===== src/rtl/bof_pkg.sv =====
// ----------------------------------------------------------------------------
// bof_pkg
// Types, constants and helpers shared by the outline flattener modules.
// ----------------------------------------------------------------------------
package bof_pkg;

  localparam int CoordW = 24;
  localparam int TolW = 48;
  localparam int DefaultMaxDepth = 6;
  localparam logic [TolW-1:0] QuadTolReset = 48'd65536;
  localparam logic [TolW-1:0] CubicTolReset = 48'd16777216;

  typedef enum logic [1:0] {
    OP_MOVE  = 2'd0,
    OP_LINE  = 2'd1,
    OP_QUAD  = 2'd2,
    OP_CUBIC = 2'd3
  } op_t;

  localparam logic CFG_QUAD_TOL = 1'b0;
  localparam logic CFG_CUBIC_TOL = 1'b1;

  typedef logic signed [CoordW-1:0] coord_t;

  typedef struct packed {
    logic [1:0] operation;
    coord_t     first_x;
    coord_t     first_y;
    coord_t     second_x;
    coord_t     second_y;
    coord_t     third_x;
    coord_t     third_y;
  } bof_in_t;

  typedef struct packed {
    coord_t point_x;
    coord_t point_y;
    logic   starts_contour;
    logic   last;
  } bof_out_t;

  // controller to datapath
  typedef struct packed {
    logic load;     // capture input item, push root piece of a curve
    logic test;     // pop a piece into the working registers
    logic measure;  // register squared terms
    logic decide;   // compare, then split or emit
  } bof_cmd_t;

  // datapath to controller
  typedef struct packed {
    logic flat;
    logic stack_empty;
  } bof_sts_t;

  function automatic coord_t half_floor(input coord_t a, input coord_t b);
    logic signed [CoordW:0] s;
    s = CoordW'(0) + {a[CoordW-1], a} + {b[CoordW-1], b};
    return s[CoordW:1];
  endfunction

endpackage


===== src/rtl/bof_ctrl.sv =====
// ----------------------------------------------------------------------------
// bof_ctrl
// Sequencer that walks the split stack: pop, measure, decide, hand off result.
// ----------------------------------------------------------------------------
module bof_ctrl
  import bof_pkg::*;
(
  input  logic     clk,
  input  logic     rst_n,
  input  logic     in_valid,
  output logic     in_stall,
  input  logic     emit,
  input  bof_out_t emit_item,
  output bof_out_t out_item,
  output logic     out_valid,
  input  logic     out_stall,
  output bof_cmd_t cmd,
  input  bof_sts_t sts
);

  typedef enum logic [2:0] {S_IDLE, S_START, S_POP, S_MEAS, S_DEC, S_HOLD} state_t;

  state_t state_r, state_nxt;
  bof_out_t out_r;
  logic out_v_r;

  assign in_stall = (state_r != S_IDLE) || out_v_r;
  assign out_item = out_r;
  assign out_valid = out_v_r;

  always_comb begin
    cmd = '0;
    state_nxt = state_r;
    unique case (state_r)
      S_IDLE: if (in_valid && !in_stall) begin
        cmd.load = 1'b1;
        state_nxt = S_START;
      end
      S_START: state_nxt = sts.stack_empty ? S_HOLD : S_POP;
      S_POP: if (!out_v_r || !out_stall) begin
        cmd.test = 1'b1;
        state_nxt = S_MEAS;
      end
      S_MEAS: begin
        cmd.measure = 1'b1;
        state_nxt = S_DEC;
      end
      S_DEC: begin
        cmd.decide = 1'b1;
        state_nxt = S_HOLD;
      end
      S_HOLD: state_nxt = S_START;
      default: state_nxt = S_IDLE;
    endcase
    if (state_r == S_START && sts.stack_empty) state_nxt = S_IDLE;
    if (state_r == S_HOLD) state_nxt = S_START;
  end

  always_ff @(posedge clk) begin
    if (!rst_n) begin
      state_r <= S_IDLE;
      out_v_r <= 1'b0;
    end else begin
      state_r <= state_nxt;
      if (emit) begin
        out_r <= emit_item;
        out_v_r <= 1'b1;
      end else if (out_v_r && !out_stall) begin
        out_v_r <= 1'b0;
      end
    end
  end

  property p_no_overwrite;
    @(posedge clk) disable iff (!rst_n) emit |-> (!$past(out_v_r) || !$past(out_stall));
  endproperty
  a_no_overwrite: assert property (p_no_overwrite) else $error("result overwritten");

  property p_busy_stall;
    @(posedge clk) disable iff (!rst_n) (state_r != S_IDLE) |-> in_stall;
  endproperty
  a_busy_stall: assert property (p_busy_stall) else $error("accept while busy");

  property p_one_cmd;
    @(posedge clk) disable iff (!rst_n) $onehot0(cmd);
  endproperty
  a_one_cmd: assert property (p_one_cmd) else $error("multiple commands");

endmodule


===== config.mk =====
export PLATFORM = sky130hd
export DESIGN_NAME = bof_ctrl
export DESIGN_NICKNAME = d
export VERILOG_FILES = /design/src/rtl/bof_pkg.sv /design/src/rtl/bof_ctrl.sv
export SDC_FILE = /design/constraint.sdc
export NUM_CORES = 1
export LEC_CHECK = 0
export CAP_MARGIN = 10
export CORE_MARGIN = 2
export CORE_UTILIZATION = 49
export CTS_BUF_LIST = sky130_fd_sc_hd__clkbuf_4
export CTS_CLUSTER_SIZE = 14
export DETAILED_ROUTE_END_ITERATION = 10
export DONT_BUFFER_PORTS = 1
export GPL_TIMING_DRIVEN = 0
export SLEW_MARGIN = 30
export SYNTH_ARGS = -nofsm -noshare
export SYNTH_HDL_FRONTEND = slang
export SYNTH_SLANG_ARGS = --single-unit

===== constraint.sdc =====
create_clock -name clk -period 2.43 [get_ports clk]
set_input_delay 0.243 -clock clk [delete_from_list [all_inputs] [get_ports clk]]
set_output_delay 0.243 -clock clk [all_outputs]
set_load 0.03 [all_outputs]

[Word level (Yosys, flattened, before mapping)]
Cells that the tools add are included.
Storage, ports and cells
  logic and storage cells: 46
  memory bits (read-only): 0
  input port bits: 57
  bits in latches: 0
  memories: 0
  RAM bits: 0
  register bits after elaboration: 54
Operators by class
  order comparisons: 0
  shift-type cells: 0
  mux-type cells: 14
  bitwise logic cells: 1
  $mul: 0
  add/subtract/negate cells: 0
  reduce and logical (&&, ||, !) cells: 15
  equality and inequality tests: 9
  div/mod/pow operators: 0
Operators with widths (number)
  $pmux 3 s5: 1
  $mux 1: 10
  $mux 3: 3
  $ne 4x4->1 const B: 2
  $eq 3x2->1 const B: 2
  $eq 3x3->1 const B: 2
  $reduce_and 2->1: 3
  $ne 2x2->1 const B: 2
  $eq 3x1->1 const B: 1
  $logic_and 1x1->1: 3
  $logic_not 1->1: 3
  $logic_not 3->1: 1
  $reduce_bool 3->1: 1
  $reduce_or 3->1: 1
  $logic_or 1x1->1: 2
  $reduce_bool 2->1: 1
  $not 1->1: 1

[Longest topological paths before layout]
  depth in word-level cells: 8
  gate-level depth with buffers: 3
  depth with buffers taken out: 2

[Worst setup path before layout]
No wires, ideal clock.
  path kind: register -> output
  start: register state_r[1]
  end: output cmd[2] (netlist bit)
  setup slack: 163 ps
  required time: 2187 ps
  arrival: 2024 ps
  stages on the path, launching flop included: 4
  cells stage by stage: dfxtp_1 > buf_4 > inv_1 > a2111oi_0
RTL lines
  from (decl): RTL line bof_ctrl.sv:23  | state_t state_r, state_nxt;
  from (signal assigned): RTL line bof_ctrl.sv:64  | state_r <= state_nxt;
  to (decl): RTL line bof_ctrl.sv:17  | output bof_cmd_t cmd,

==> results.cfg <==
[sta]
final-max-slew-violation-count = 0
fin_crit_sh = 0.8420
period_needed_ns = 2.046
tns_ns = 0
relSlewSlack = 0.4187
whs_ns = 0.02992
setup_viol = 0
worstMarginPinSlew_ns = 0.8702
finalHoldViolCount = 0
skew_ns = 0.0001256
fmax_ghz = 0.4887
grt_setup_unrepaired = no
fin_ws_ns = 0.3839

[critical_path]
crit_fanout = 5
critical_path.slowest_cell = or4_4
cp-start-kind = flop
critPathCaptureType = output pin
arrival_ns = 1.80
path_cells = or4_4 -> nor2_2
slowest_delay_ns = 0.67
critPathBufInv = 0
worstPathRequired_ns = 2.19
cpLargestDelayFamily = simple AND/OR/NAND/NOR gates
critical_path_class = reg2out

[route]
drt-total-wl_mm = 3.096
drt_iter0_drc = 43
routedWlPerCell_um = 17.30
drtPass1Iterations = 4
drt-vias-per-instance = 4.939
drc = 0
vias = 884
ant_nets = 0

[min_path]
hp-class = in2reg

[place]
gp_congestion = 0.6723
portBuffers = 0
dp_hpwl_mm = 1.873
placed_area_sq_um = 1799
pre_cts_slack_ns = 0.7804

[synth]
synth.avg_cell_area_sq_um = 23.11
yosys.area_share.simple = 0.04621
synthCells = 75
synth_xor_area_frac = 0
yosys_warnings = 0
synthesis.area_sq_um = 1733
synth_mux_area_frac = 0.005776
synth_fp_nets = 132
ys_seq_elements = 54
synth_cell_type_count = 18
synthAdderAreaFrac = 0
synth_compound_area_frac = 0.02671
seq_area_frac_synth = 0.9126
synth_top_family_by_area = simple AND/OR/NAND/NOR gates

[outcome]
status = completed

[clocking]
cts.sinks = 54
cts_root_buf = clkbuf_4
cts_tree = built
cts_buffers = 5
clk_transition_reported_paths_ns = 0.13
clock_latency_ns = 0.35
clk_path_buf_depth = 2
h-tree-depth = 2

[floorplan]
die_w_um = 63.47
io_pins = 113
die_area_sq_um = 4028
die_height_um = 63.47
initial_utilization = 0.5153
core_sq_um = 3363
core.rowCount = 21

[finish]
drive_gt1_frac = 0.1053
area_delta_synth_final_pct = 36.61
final_util = 0.7039
fin_nets = 190
layout_commonest_cell = dlygate4sd3_1
fin_area_sq_um = 2367
multi_input_area_sq_um = 150.1
diodes = 0
n_fill_cell = 243
seq_area_sq_um = 1582
layout_common_cells = dlygate4sd3_1 (51), edfxtp_1 (50), clkbuf_4 (7)

[global_route]
grt_max_degree = 51
globalRouteTotalUtil = 0.1630
grt-ovfl-total = 0
grt_pass1_vias = 916
antenna_found_initial = 0
grt_first_pass_wirelength_mm = 4.636

[power]
leakage_nw = 0.8138
power_per_cell_area_nw_per_um2 = 720.4
ir_worst_vdd_uv = 496.6

[run]
maxCapViolCount = 0
[metal layers]
metal	GRT usage	wire length, um	vias to the layer above
met2	0.2868	1673	65
li1	-	-	409
met5	0	0	-
met1	0.1730	1113	403
met4	0.07609	68	0
met3	0.05893	240	7
[cell families after synthesis]
logic type,Yosys count
buffers and inverters,3
AO/OA/AOI/OAI,6
AND/OR/NAND/NOR,11
flip-flops,54
multiplexers,1
[sequential cells by signal, indices dropped and copies added, names as in the netlist]
name       cells
state_r        3
out_valid      1
out_item      50
[final cells by class]
| cell class | count | share of cell area |
|---|---|---|
| timing repair buffer | 51 | 0.2156 |
| buffer | 1 | 0.003171 |
| tap | 46 | 0.02431 |
| clock buffer | 7 | 0.02220 |
| inverter | 2 | 0.003171 |
| multi-input combinational | 18 | 0.06342 |
| sequential | 54 | 0.6681 |
[synth_stat cells]
cell type  number  area (sq um)
a2111oi_0       1         8.760
nor2_2          1         6.260
nor2b_1         3         18.77
buf_4           1         7.510
nand2b_1        2         12.51
and2_1          1         6.260
or3b_1          1         8.760
o21a_1          1         7.510
o21ba_2         1         10.01
nor3b_1         1         7.510
mux2i_1         1         10.01
o311a_1         1         10.01
and3b_1         1         8.760
dfxtp_1         4         80.08
a21oi_1         2         10.01
edfxtp_1       50          1501
or4_4           1         11.26
inv_1           2         7.510
[path summary, 6_finish.rpt]
check / start / endpoint / slack [ns] / cells after the start
worst max-delay path: out_valid / cmd[3] / 0.38 / 2
worst min register to register: state_r[1] / state_r[1] / 0.62 / 3
worst min-delay path: emit / out_valid / 0.03 / 2
worst max register to register: state_r[2] / state_r[2] / 1.18 / 2
[stage by stage]
step	instances	total power, mW
floorplan	75	1.282
global placement	121	1.297
detailed placement	121	1.300
CTS	179	1.726
global route	179	1.778
finish	179	1.705
[worst reg2reg max path: cells and delay by family, from the launching register on]
kind	cells	cell delay, ns
compound gates	1	0.18
flops	1	0.48
simple gates	1	0.55
[report_power, final]
group | switching (mW) | leakage [nW] | total, mW | internal [mW]
Clock | 0.229 | 0.0322 | 0.361 | 0.132
Combinational | 0.0466 | 0.279 | 0.115 | 0.0684
Sequential | 0.142 | 0.502 | 1.23 | 1.09
[what timing repair did]
item	4_1_cts	5_1_grt
hold buffers	51	0
hold endpoints to repair	54	0
resized for setup	0	0
setup buffers	0	0
No activity file was read; power rests on OpenSTA's default activity.
